## src/hdl/nnr_pkg.sv

```systemverilog
// Shared constants, codes, types and helper functions for the nearest-neighbor resizer.
// Used by the channel interfaces, the ratio divider and the top level.
package nnr_pkg;

    localparam int MAX_WIDTH  = 256;
    localparam int MAX_HEIGHT = 256;

    localparam int COL_W  = $clog2(MAX_WIDTH);
    localparam int ROW_W  = $clog2(MAX_HEIGHT);
    localparam int DIMX_W = COL_W + 1;
    localparam int DIMY_W = ROW_W + 1;
    localparam int DIV_W  = (DIMX_W > DIMY_W) ? DIMX_W : DIMY_W;
    localparam int ADDR_W = $clog2(MAX_WIDTH * MAX_HEIGHT);

    localparam int CHAN_W    = 8;
    localparam int PIX_W     = 3 * CHAN_W;
    localparam int CFG_DATA_W = 9;
    localparam int CFG_IDX_W  = 8;

    localparam logic OP_LOAD = 1'b0;
    localparam logic OP_READ = 1'b1;

    localparam logic [CFG_IDX_W-1:0] REG_SRC_WIDTH  = CFG_IDX_W'(0);
    localparam logic [CFG_IDX_W-1:0] REG_SRC_HEIGHT = CFG_IDX_W'(1);
    localparam logic [CFG_IDX_W-1:0] REG_DST_WIDTH  = CFG_IDX_W'(2);
    localparam logic [CFG_IDX_W-1:0] REG_DST_HEIGHT = CFG_IDX_W'(3);

    typedef struct packed {
        logic [DIV_W-1:0] quo;
        logic [DIV_W-1:0] rem;
    } div_result_t;

    // A zero dimension counts as one; anything above the maximum counts as the maximum.
    function automatic logic [DIMX_W-1:0] clamp_width(input logic [CFG_DATA_W-1:0] v);
        logic [DIMX_W-1:0] r;
        if (v == '0)
        begin
            r = DIMX_W'(1);
        end
        else if (int'(v) > MAX_WIDTH)
        begin
            r = DIMX_W'(MAX_WIDTH);
        end
        else
        begin
            r = DIMX_W'(v);
        end
        return r;
    endfunction

    function automatic logic [DIMY_W-1:0] clamp_height(input logic [CFG_DATA_W-1:0] v);
        logic [DIMY_W-1:0] r;
        if (v == '0)
        begin
            r = DIMY_W'(1);
        end
        else if (int'(v) > MAX_HEIGHT)
        begin
            r = DIMY_W'(MAX_HEIGHT);
        end
        else
        begin
            r = DIMY_W'(v);
        end
        return r;
    endfunction

endpackage

```

## src/hdl/nnr_div.sv

```systemverilog
// Restoring divider producing quotient and remainder, one quotient bit per cycle.
// Depends on nnr_pkg for the operand width and the result struct.
module nnr_div
    import nnr_pkg::*;
(
    input  logic             clk,
    input  logic             rst_n,
    input  logic             start,
    input  logic [DIV_W-1:0] dividend,
    input  logic [DIV_W-1:0] divisor,
    output logic             busy,
    output div_result_t      result
);

    localparam int CNT_W = $clog2(DIV_W + 1);

    logic [CNT_W-1:0] cnt_reg;
    logic [DIV_W-1:0] rem_reg;
    logic [DIV_W-1:0] quo_reg;
    logic [DIV_W-1:0] dsr_reg;
    logic [DIV_W:0]   trial;
    logic             take;

    always_comb
    begin
        trial = {rem_reg, quo_reg[DIV_W-1]};
        take  = (trial >= {1'b0, dsr_reg});
    end

    always_ff @(posedge clk or negedge rst_n)
    begin
        if (!rst_n)
        begin
            cnt_reg <= '0;
        end
        else if (start)
        begin
            cnt_reg <= CNT_W'(DIV_W);
        end
        else if (cnt_reg != '0)
        begin
            cnt_reg <= cnt_reg - 1'b1;
        end
    end

    always_ff @(posedge clk)
    begin
        if (start)
        begin
            rem_reg <= '0;
            quo_reg <= dividend;
            dsr_reg <= divisor;
        end
        else if (cnt_reg != '0)
        begin
            rem_reg <= take ? DIV_W'(trial - {1'b0, dsr_reg}) : DIV_W'(trial);
            quo_reg <= {quo_reg[DIV_W-2:0], take};
        end
    end

    assign busy       = (cnt_reg != '0);
    assign result.quo = quo_reg;
    assign result.rem = rem_reg;

endmodule

```

## config.mk

```make
export PLATFORM = sky130hd
export DESIGN_NAME = nnr_div
export DESIGN_NICKNAME = d
export VERILOG_FILES = /design/src/hdl/nnr_pkg.sv /design/src/hdl/nnr_div.sv
export SDC_FILE = /design/constraint.sdc
export NUM_CORES = 1
export LEC_CHECK = 0
export BUFFER_PORTS_ARGS = -buffer_cell sky130_fd_sc_hd__buf_4
export CAP_MARGIN = 25
export CORE_MARGIN = 4
export CORE_UTILIZATION = 58
export CTS_BUF_LIST = sky130_fd_sc_hd__clkbuf_4 sky130_fd_sc_hd__clkbuf_8 sky130_fd_sc_hd__clkbuf_16
export DETAILED_ROUTE_END_ITERATION = 12
export PLACE_DENSITY = 0.85
export SETUP_SLACK_MARGIN = 0.1
export SLEW_MARGIN = 20
export SYNTH_ARGS = -nofsm -noshare
export SYNTH_HDL_FRONTEND = slang
export SYNTH_SLANG_ARGS = --single-unit
```

## constraint.sdc

```tcl
create_clock -name clk -period 5.3 [get_ports clk]
set_clock_uncertainty 0.05 [all_clocks]
set_input_delay 0 -clock clk [delete_from_list [all_inputs] [get_ports clk]]
set_output_delay 0 -clock clk [all_outputs]
set_load 0.1 [all_outputs]
```

; ---- Word level (Yosys, flattened, before mapping)
; Index checks and enable logic that the tools add are counted.
[word_totals]
reg_bits = 31
out_inout_bits = 19
[classes]
n_reduce_logical = 2
n_lt_le_gt_ge = 1
addsub = 2
muxes = 5
[ops]
columns = op, n
row1 = $mux W9, 3
row2 = $ge A10 B9 Y1, 1
row3 = $sub A9 B9 Y9, 1
row4 = $mux W4, 2
row5 = $reduce_bool A4 Y1, 1
row6 = $sub A4 B1 Y4 const B, 1
row7 = $reduce_bool A2 Y1, 1

; ---- Logic depth before layout (Yosys ltp)
[depth]
depth_word = 3
ltp_mapped = 10

; ---- Least setup slack after synthesis
; No wires, ideal clock.
[synth_path]
path_type = register to register
startpoint = reg quo_reg[8]
endpoint = reg rem_reg[0]
synth_period_minus_slack_ps = 2829
stages_incl_launch_ff = 10
n_path_buf = 0
setup_ps = 80
t_arrival_ps = 2699
path_slack_ps = 2471
required_ps = 5170
cell_sequence = edfxtp_1 > inv_1 > ha_1 > inv_1 > fa_1 > a21oi_4 > a211oi_2 > nor3_2 > mux2_4 > a211oi_2
[synth_via]
elab_chain_cells = 2
word_cells_on_any_way = 3
[synth_lines]
columns = element, line
row1 = "start, declared", nnr_div.sv:19  ; logic [DIV_W-1:0] quo_reg;
row2 = "start signal, assigned", nnr_div.sv:51  ; quo_reg <= dividend;
row3 = "start signal, assigned", nnr_div.sv:57  ; quo_reg <= {quo_reg[DIV_W-2:0], take};
row4 = $sub A9 B9 Y9 / $ge A10 B9 Y1 (equally long branches), "nnr_div.sv:56, nnr_div.sv:27"
row5 = $mux W9 (*), nnr_div.sv:56  ; rem_reg <= take ? DIV_W'(trial - {1'b0, dsr_reg}) : DIV_W'(trial);
row6 = "end signal, assigned", nnr_div.sv:56
row7 = "end, declared", nnr_div.sv:18  ; logic [DIV_W-1:0] rem_reg;
; Every way passes the cells marked *; elsewhere a longest branch is shown, timed or not.
; A chain may end at the register's enable or synchronous reset.

; ---- Worst setup path after layout
; Ends and elaborated chain as after synthesis.

==> impl_results.md <==
* Reg-to-Reg End: rem_reg[0]
* Max FO, Critical Path at 14
* First-pass GRT wire length at 6740 um
* Tmin final at 3.04 ns
* Post-synth EDFFs at 18
* CP required at 5.51 ns
* Met2 Use GR at 37.9%
* Drt first pass iters at 4
* Unique cell type count in the Yosys netlist at 47
* Buffers on Ports at 39
* Total number of vias at 1484
* Simple-gate portion of the synthesized area at 12.1%
* Crit Path Category: reg2reg
* Number of global-route vias before repair at 1439
* Final setup vio count at 0
* Clk_lat worst skew at 0.34 ns
* Largest net degree at the start of global routing at 24
* Core Region at approximately 2900 um2
* FILL cells at 156
* Nets at 254
* Critical path arrival at 3.25 ns
* Leak at 0.00106 uW
* Post-Syn Area at about 1800 um2
* Die Width at 63.5 um
* Fmax at ~0.33 GHz
* Final Power at 1390 uW
* I/O Pins at 40
* Crit start category: flop
* Status: completed
* Total GRT Usage at 21.7%
* Max_slew headroom at 32.3%
* PwrDens at 581 nW/um2
* Worst-path clk slew at around 0.1 ns
* Seq/Total Area, Yosys at 46.0%
* Max cap viols at 0
* Met1 Use GR at 25.8%
* Mux cell area share after synthesis at under 10%
* Row cnt at 19
* Hold Path Class: in2reg
* Vias per cell at 5.84
* Adder-Cell Fraction of Synth Area at ~8%
* Fraction of synthesized cell area in xor and xnor cells at 2.45%
* H-Tree Level Count at 2
* Slew Viols, Final at 0
* Worst Tran Pin Value at 1.01 ns
* Die area at 4030 um2
* Worst Hold Path EP: dsr_reg[3]
* GPL Wtd Cong at 0.814
* Post-synth top flop: edfxtp_1
* Antenna cells at 0
* Commonest cells after routing, fill and taps aside: buf_4, dlygate4sd3_1, edfxtp_1
* Period utilization at a little under three fifths
* Synth Warn # at 0
* Critical hold path startpoint: divisor[3]
* CTS buffer count at 5
* Post-synth ARST share at between 10 and 15%
* Fin. Hold Viols at 0
* R2R Path Start: quo_reg[8]
* Cell count of the worst reg-to-reg path at 9
* Antenna-violating nets left at 0
* Hold Path Cell Cnt at 2
* CP endpoint kind: flop
* Peak supply drop at 0.344 mV
* DRC at 0
* PostCTS Resize Cnt at 0
* Post-Synthesis Cells at 160
* First DRT Iteration DRCs at between 80 and 90
* Syn_area_per_cell at 11.2 um2
* Synth Area in Compound Gates at between 10% and 20%
* Sink Count at 31
* Initial antenna violation count at 0
* DRT Wirelength at 4100 um
* Max Root-Sink Buffers at 2
* Syn Nets at 192
* Main combinational cell family by area after synthesis: compound AO/OA/AOI/OAI gates
* Most common cell after layout, fill and taps aside: buf_4
* M3 GR Usage at 4.97%
* Setup bufs post-CTS at 0
* WL/cell at 16.1 um
* GR peak layer: met2
* Initial Util at 62.5%
* FF+latch count, synth at 31
* Share of post-route cells with drive strength above 1 at 30.0%
* CTS Root Cell: clkbuf_4
* Residual overflow from global routing at 0
* Setup TNS at 0 ns
* Hpwl dp at 2700 um
* Area grow syn2layout at 33.5%
* Unrepaired setup endpoints after global routing: false
* Die height at 63.5 um
* R2r setup slk at 2.26 ns
* CTS tree: built
[cell usage after synthesis (2+ instances only)]
cell type	instances	area share (%)
a211oi_2	2	1.4
a21oi_1	14	3.9
a31o_2	2	0.98
a31oi_1	2	0.70
buf_6	4	2.5
dfrtp_1	4	5.6
dfxtp_1	9	10
edfxtp_1	18	30
ha_1	10	7.0
inv_1	16	3.4
mux2_2	8	5.0
mux2i_1	7	3.9
nand2_1	7	1.5
nand2b_1	2	0.70
nand3_1	3	0.84
nand3b_1	3	1.3
nor2_1	7	1.5
nor2b_1	2	0.70
nor3_1	2	0.56
o21ai_0	8	2.2
xnor2_1	4	2.0
[what timing repair did]
action                     4_1_cts  5_1_grt
hold endpoints to repair        24        0
hold buffers                    21        0
setup endpoints to repair        0        0
[cell families after synthesis]
kind of cell,Yosys count
AOI/OAI and AO/OA,40
and+or+nand+nor,36
DFF,31
buffers and inverters,21
muxes,16
adders and majority gates,11
xor gates and xnor gates,5
[how the worst max path moves through the flow]
stage                     from         end
finish              quo_reg[8]  rem_reg[0]
detailed placement  quo_reg[8]  rem_reg[0]
floorplan           quo_reg[8]  rem_reg[0]
global route        quo_reg[8]  rem_reg[0]
global placement    quo_reg[8]  rem_reg[0]
CTS                 quo_reg[8]  rem_reg[0]
[worst max-delay path: stages (launching register included)]
cell      delay (ns)
edfxtp_1        0.41
inv_1           0.11
ha_1            0.20
inv_1           0.06
fa_1            0.47
a21oi_4         0.20
a211oi_2        0.09
nor3_2          0.81
mux2_4          0.36
a211oi_2        0.21
[through the flow]
stage	utilization [%]	hold WS [ns]	std cells	area, um2	setup WS (ns)
6_report	83.5	0.331	254	2380	2.26
4_1_cts	83.5	0.330	254	2380	2.32
5_1_grt	83.5	0.322	254	2380	2.12
3_3_place_gp	72.5	-0.254	225	2070	2.46
3_5_place_dp	72.5	-0.251	225	2070	2.34
2_1_floorplan	-	-0.346	160	1780	2.47
[layout make-up]
type	instances	area (um2)	area share [%]
inverters	16	60.1	2.52
repair buffers	60	503	21.1
flip-flops and latches	31	821	34.5
clock buffers	6	45.0	1.89
multi-input cells	108	855	35.9
clock inverters	2	60.1	2.52
well taps	31	38.8	1.63
[where the power goes]
group / leakage, uW / total, uW / internal, uW / switching, uW
Clock: 0.0000559 / 238 / 152 / 86.1
Combinational: 0.000701 / 787 / 252 / 535
Sequential: 0.000305 / 360 / 311 / 48.7
[per-layer routing]
metal	part of all wire, %	vias to the layer above
met5	0	-
met4	1.6	0
met3	5.7	9
met2	52	51
met1	40	710
li1	-	714
No activity file was read; power rests on OpenSTA's default activity.
